`src/design/iis_pkg.sv`:
```
// iis_pkg: shared constants and types for the streaming integral image block
// no dependencies; imported by iis_track, iis_line_store and integral_image_stream
`timescale 1ns / 1ps

package iis_pkg;

   localparam int PIX_W          = 8;
   localparam int AREA_W         = 28;
   localparam int CSR_W          = 11;
   localparam int REQ_DATA_W     = 8;
   localparam int RSP_DATA_W     = 32;
   localparam int DEF_MAX_WIDTH  = 1024;
   localparam int DEF_MAX_HEIGHT = 1024;

   // per-pixel position flags handed from the tracker to the pipeline
   typedef struct packed {
      logic first_row;
      logic overflow;
   } iis_flag_type;

endpackage

```
`src/design/iis_track.sv`:
```
// iis_track: column, row and running row-sum tracking for each accepted pixel
// depends on iis_pkg
`timescale 1ns / 1ps

module iis_track #(
   parameter int MAX_WIDTH  = iis_pkg::DEF_MAX_WIDTH,
   parameter int MAX_HEIGHT = iis_pkg::DEF_MAX_HEIGHT,
   parameter int AW         = $clog2(MAX_WIDTH),
   parameter int CLW        = $clog2(MAX_WIDTH + 1),
   parameter int RSW        = $clog2(MAX_WIDTH * 255 + 1)
) (
   input  logic                        clock,
   input  logic                        reset,
   input  logic                        take,
   input  logic [iis_pkg::PIX_W-1:0]   pixel,
   input  logic                        start,
   input  logic [CLW-1:0]              eff_width,
   output logic [AW-1:0]               cur_col,
   output logic [RSW-1:0]              cur_rsum,
   output iis_pkg::iis_flag_type       cur_flags
);
   import iis_pkg::*;

   localparam int RW = $clog2(MAX_HEIGHT + 1);

   logic [CLW-1:0] col_ff, col_in, base_col;
   logic [RW-1:0]  row_ff, row_in;
   logic [RSW-1:0] rsum_ff, rsum_in, base_rsum;
   logic           wrap;

   always_comb begin
      wrap = !start && (col_ff >= eff_width);
      if (start || wrap) begin
         base_col  = '0;
         base_rsum = '0;
      end else begin
         base_col  = col_ff;
         base_rsum = rsum_ff;
      end
      if (start) begin
         row_in = '0;
      end else if (wrap && (row_ff != RW'(MAX_HEIGHT))) begin
         row_in = row_ff + RW'(1);
      end else begin
         row_in = row_ff;
      end
      rsum_in             = base_rsum + RSW'(pixel);
      col_in              = base_col + CLW'(1);
      cur_col             = base_col[AW-1:0];
      cur_rsum            = rsum_in;
      cur_flags.first_row = (row_in == '0);
      cur_flags.overflow  = (row_in == RW'(MAX_HEIGHT));
   end

   always_ff @(posedge clock) begin
      if (reset) begin
         col_ff  <= '0;
         row_ff  <= '0;
         rsum_ff <= '0;
      end else if (take) begin
         col_ff  <= col_in;
         row_ff  <= row_in;
         rsum_ff <= rsum_in;
      end
   end

endmodule

```
`config.mk`:
```
export PLATFORM = sky130hd
export DESIGN_NAME = iis_track
export DESIGN_NICKNAME = d
export VERILOG_FILES = /design/src/design/iis_pkg.sv /design/src/design/iis_track.sv
export SDC_FILE = /design/constraint.sdc
export NUM_CORES = 1
export LEC_CHECK = 0
export BUFFER_PORTS_ARGS = -buffer_cell sky130_fd_sc_hd__buf_2
export CORE_MARGIN = 10
export CORE_UTILIZATION = 45
export CTS_BUF_LIST = sky130_fd_sc_hd__clkbuf_4
export DETAILED_ROUTE_END_ITERATION = 10
export HOLD_SLACK_MARGIN = 0.08
export PLACE_DENSITY = 0.72
export SYNTH_ARGS = -nofsm -noshare
export SYNTH_HDL_FRONTEND = slang
export SYNTH_SLANG_ARGS = --single-unit
export TNS_END_PERCENT = 100
```
`constraint.sdc`:
```
create_clock -name clock -period 5.2 [get_ports clock]
set_input_delay 0 -clock clock [delete_from_list [all_inputs] [get_ports clock]]
set_output_delay 0 -clock clock [all_outputs]
set_load 0.02 [all_outputs]
```
======== Word level (Yosys, flattened, before mapping) ========
Index checks and enable logic that the tools add are counted.
cells by class
  eq/ne operators ......................... 2
  $add $sub $neg .......................... 3
  multiplexer cells ....................... 4
  reduce and logical (&&, ||, !) cells .... 5
  magnitude comparators ................... 1
operators by type and width
  operator                                       number
  2-to-1 mux 11 bit                              3
  adder 11 x 1 -> 11 bit, second input constant  2
  adder 18 x 8 -> 18 bit                         1
  2-to-1 mux 18 bit                              1
  equality test 11 bit, second input constant    1
  greater-or-equal comparator 11 bit             1
  zero test 11 bit                               1
  inequality test 11 bit, second input constant  1
  logical AND 1 bit                              2
  zero test 1 bit                                1
  logical OR 1 bit                               1
word-level totals
  output and inout bits ................... 30
  input port bits ......................... 23
  register bits ........................... 40
  logic and storage cells ................. 18

======== Depth between registers and ports, before layout ========
  word-level depth ........................ 6
  gate-level depth with buffers ........... 20
  gate-level depth less buffers ........... 18

======== Least setup slack after synthesis ========
No wires, ideal clock.
  path kind ............................... reg2reg
  start ................................... register col_ff[4]
  end ..................................... register rsum_ff[16]
  data arrival time ....................... 3711 ps
  buffers on the path ..................... 2
  setup slack ............................. 1361 ps
  stages on the path, launching flop included .. 20
  clock period less this slack ............ 3839 ps
  path through ............................ dfxtp_1 -> ha_1 -> a21oi_1 -> o21ai_1 -> a21oi_2 -> and3b_1 -> buf_4 -> clkbuf_1 -> and2_1 -> ha_1 -> inv_1 -> fa_1 -> nor2b_1 -> o2111ai_1 -> a31oi_1 -> nor2b_1 -> and3_1 -> o21ai_0 -> a22oi_1 -> nor2_1
between the ends
  cells in the longest elaborated chain, start to end .. 5
ends and longest elaborated chain
  what                                RTL line         RTL
  start: declaration                  iis_track.sv:26  logic [CLW-1:0] col_ff, col_in, base_col;
  start signal: assignment            iis_track.sv:61  col_ff <= col_in;
  greater-or-equal comparator 11 bit  iis_track.sv:32  wrap = !start && (col_ff >= eff_width);
  logical AND 1 bit                   iis_track.sv:32
  logical OR 1 bit                    iis_track.sv:33  if (start || wrap) begin
  2-to-1 mux 18 bit                   iis_track.sv:33
  adder 18 x 8 -> 18 bit              iis_track.sv:47  rsum_in = base_rsum + RSW'(pixel);
  end signal: assignment              iis_track.sv:63  rsum_ff <= rsum_in;
  end: declaration                    iis_track.sv:28  logic [RSW-1:0] rsum_ff, rsum_in, base_rsum;
Every way passes these cells.
A chain may end at the register's enable or synchronous reset.

======== Worst setup path in the final report ========
  start ................................... register col_ff[4]
  end ..................................... output port cur_rsum[14]
between the ends
  cells in the longest elaborated chain, start to end .. 5
ends and longest elaborated chain
  what                                RTL line         RTL
  greater-or-equal comparator 11 bit  iis_track.sv:32
  logical AND 1 bit                   iis_track.sv:32
  logical OR 1 bit                    iis_track.sv:33
  2-to-1 mux 18 bit                   iis_track.sv:33
  adder 18 x 8 -> 18 bit              iis_track.sv:47
  end: declaration                    iis_track.sv:19  output logic [RSW-1:0] cur_rsum,
Every way passes these cells.

==> metrics.txt <==
Post-CTS Setup Repair Bufs 0; final count of pins violating max slew 0; Final Util 0.517; initial antenna violation count 0; slowest cell on the critical path fa_1; Main synth FF type dfxtp_1; relative slew slack 0.456; sequential area share after synthesis 0.272; CP Class register to output pin; I/O pin count 53; most used cell along the critical path nor2b_1; Die ar. 10,200 µm²; DR WL/cell between 10 and 15 µm; root buffer cell clkbuf_4; hold endpoint rsum_ff[1]; I/O Buffers 52; Resize count post-CTS 0; Pwr Density approximately 180 nW/µm²; Post-synth EDFFs 0; outcome completed; Antenna Cells 0; Max-Cap Viols 0; setup_tns 0 ns; Critical Path AT 4.39 ns; type of the worst min-delay path input pin to register; FILL cells 595; Synth top area share 0.272; worst r2r src col_ff[4]; DR pass1 iterations 4; mapped cell area just under 3000 µm²; Finish-stage setup viols 0; hold depth 4; leading area contributor after synthesis dfxtp_1; VDD IR max ~0.12 mV; fin area around 3300 µm²; Slew @ Worst Pin roughly 0.81 ns; Synth Net Count 440; core region area approximately 6300 µm²; share of cells above drive strength 1 0.156; Reg2Reg Capture Point rsum_ff[16]; Area growth, synth to finish 11.4%; RSZ-0062 raised after global routing no; Die W ~100 µm; Power Total between 500 and 600 µW; Slowest Stage Delay on Critical Path around 0.44 ns; Area contributors post-synth dfxtp_1, ha_1, nor2_1, a21oi_1, xnor2_1; WL final between 7000 and 8000 µm; vias in the first global route 2,807; gp weighted congestion ~0.85; global-route wire length before repair 12,600 µm; remaining global-route overflow 0; Die Span Y about 100 µm; critical path cell sequence ha_1 > a21oi_1 > o21ai_1 > a21oi_2 > and3b_1 > buf_4 > nand2_1 > fa_1 > nor2b_1 > o2111ai_1 > a31oi_1 > nor2b_1 > nand3_1 > xor2_1 > nor2_1 > buf_2; Seq cells post-synth 40; Mean Syn Cell Area roughly 7.5 µm²; Clock Path Buffers 2; Setup Skew about 0.0067 ns; fmax approximately 230 MHz; GRT Util Overall 0.147; CTS buffer count 5; Crit. End Element output pin; final worst-path cycle share 0.844; final worst path period need around 4.4 ns; CTS tree done; library cells used by synthesis 50; r2r worst-path depth 16; clock slew at reported path FFs around 0.12 ns; Required @ worst endpoint approximately 5.2 ns; Detailed Route Iter0 Violations between 100 and 150; CP startpoint kind register; DRC viols 0; Cell Rows 29; Placed Instance Area around 3200 µm²; asr flop ratio synth 0; Clock Latency Late Sink roughly 0.34 ns; nets slightly below 500; Synth Warn # 0; synthesized instance count approximately 390; largest net degree at the start of global routing 42; Register-to-Register Setup Slack between 1 and 1.5 ns; starting density of the core 0.464; via count approximately 2,800; htree depth 2; post-DP HPWL around 5500 µm; # clock sinks 40; DR vias/cell between 5 and 6; HP Start pixel[1]; Fin. Hold Viols 0; antenna-violating nets left 0; Static Leakage 1.47 nW; hold-fix buffers at CTS 1; Max Fanout on Critical Path 26
[where the power goes]
group | switching, mW | leakage, nW | total (mW) | internal, mW
clock network | 0.102 | 0.0315 | 0.157 | 0.0552
logic | 0.0760 | 1.12 | 0.122 | 0.0464
registers | 0.00358 | 0.324 | 0.317 | 0.313
total | 0.181 | 1.47 | 0.596 | 0.415
[worst max-delay path: cells and delay by family, from the launching register on]
kind	cells	cell delay [ns]
DFF	1	0.42
buffers and inverters	2	0.45
AOI/OAI and AO/OA	5	0.98
and+or+nand+nor	6	1.28
xor gates and xnor gates	1	0.20
adders and majority gates	2	0.71
[cell usage after synthesis (10+ instances only)]
cell,count
nor2_1,60
dfxtp_1,40
nand2_1,35
a21oi_1,29
ha_1,22
inv_1,21
o21ai_0,19
and2_1,17
xnor2_1,16
mux2i_1,12
clkbuf_1,11
nor3_1,11
xor2_1,10
[how the worst max path moves through the flow]
stage | startpoint | end | slack [ns] | depth (start not counted)
global placement | col_ff[4] | rsum_ff[16] | 1.35 | 16
global route | col_ff[6] | cur_rsum[14] | 0.39 | 16
CTS | col_ff[4] | cur_rsum[14] | 0.83 | 16
finish | col_ff[4] | cur_rsum[14] | 0.81 | 16
detailed placement | col_ff[4] | rsum_ff[16] | 1.18 | 16
floorplan | col_ff[4] | rsum_ff[16] | 1.36 | 19
[cells by family (layout without fill, tap and decap cells)]
kind of cell	count (synthesis)	in the layout	synth area share
adders and majority gates	23	23	0.100
DFF	40	40	0.272
muxes	12	12	0.0407
xor gates and xnor gates	26	26	0.0772
and+or+nand+nor	171	171	0.285
buffers and inverters	40	82	0.0564
AOI/OAI and AO/OA	82	82	0.169
[layout by cell type (no fill, tap or decap), types with 10 or more instances in the layout]
cell type	count
a21oi_1	29
o21ai_0	19
nor3_1	11
mux2i_1	12
ha_1	22
xor2_1	10
inv_1	21
xnor2_1	16
and2_1	17
dfxtp_1	40
nand2_1	35
nor2_1	60
buf_2	52
[flip-flops by register name (all words and copies together) (netlist names)]
register  cells
rsum_ff      18
row_ff       11
col_ff       11
[per-stage QoR]
stage | setup slack [ns] | cells | hold WS, ns
2_1_floorplan | 1.36 | 394 | 0.225
3_3_place_gp | 1.35 | 505 | 0.422
3_5_place_dp | 1.18 | 505 | 0.427
4_1_cts | 0.830 | 513 | 0.146
5_1_grt | 0.390 | 513 | 0.178
6_report | 0.813 | 513 | 0.167
[final cells by class]
type,instances,area (µm²),area share
Clock inverter,1,5.00,0.00152
Inverter,21,78.8,0.0240
Multi-Input combinational cell,314,1980,0.603
Tap cell,77,96.3,0.0293
Sequential cell,40,801,0.244
Clock buffer,6,45.0,0.0137
Timing Repair Buffer,54,278,0.0845
[metal layers]
| metal | track usage | vias to the layer above | share of wire |
|---|---|---|---|
| li1 | - | 1436 | - |
| met1 | 0.180 | 1305 | 0.45 |
| met2 | 0.249 | 74 | 0.47 |
| met3 | 0.0357 | 9 | 0.061 |
| met4 | 0.0397 | 0 | 0.011 |
| met5 | 0 | - | 0 |
(Power assumes the default switching activity.)
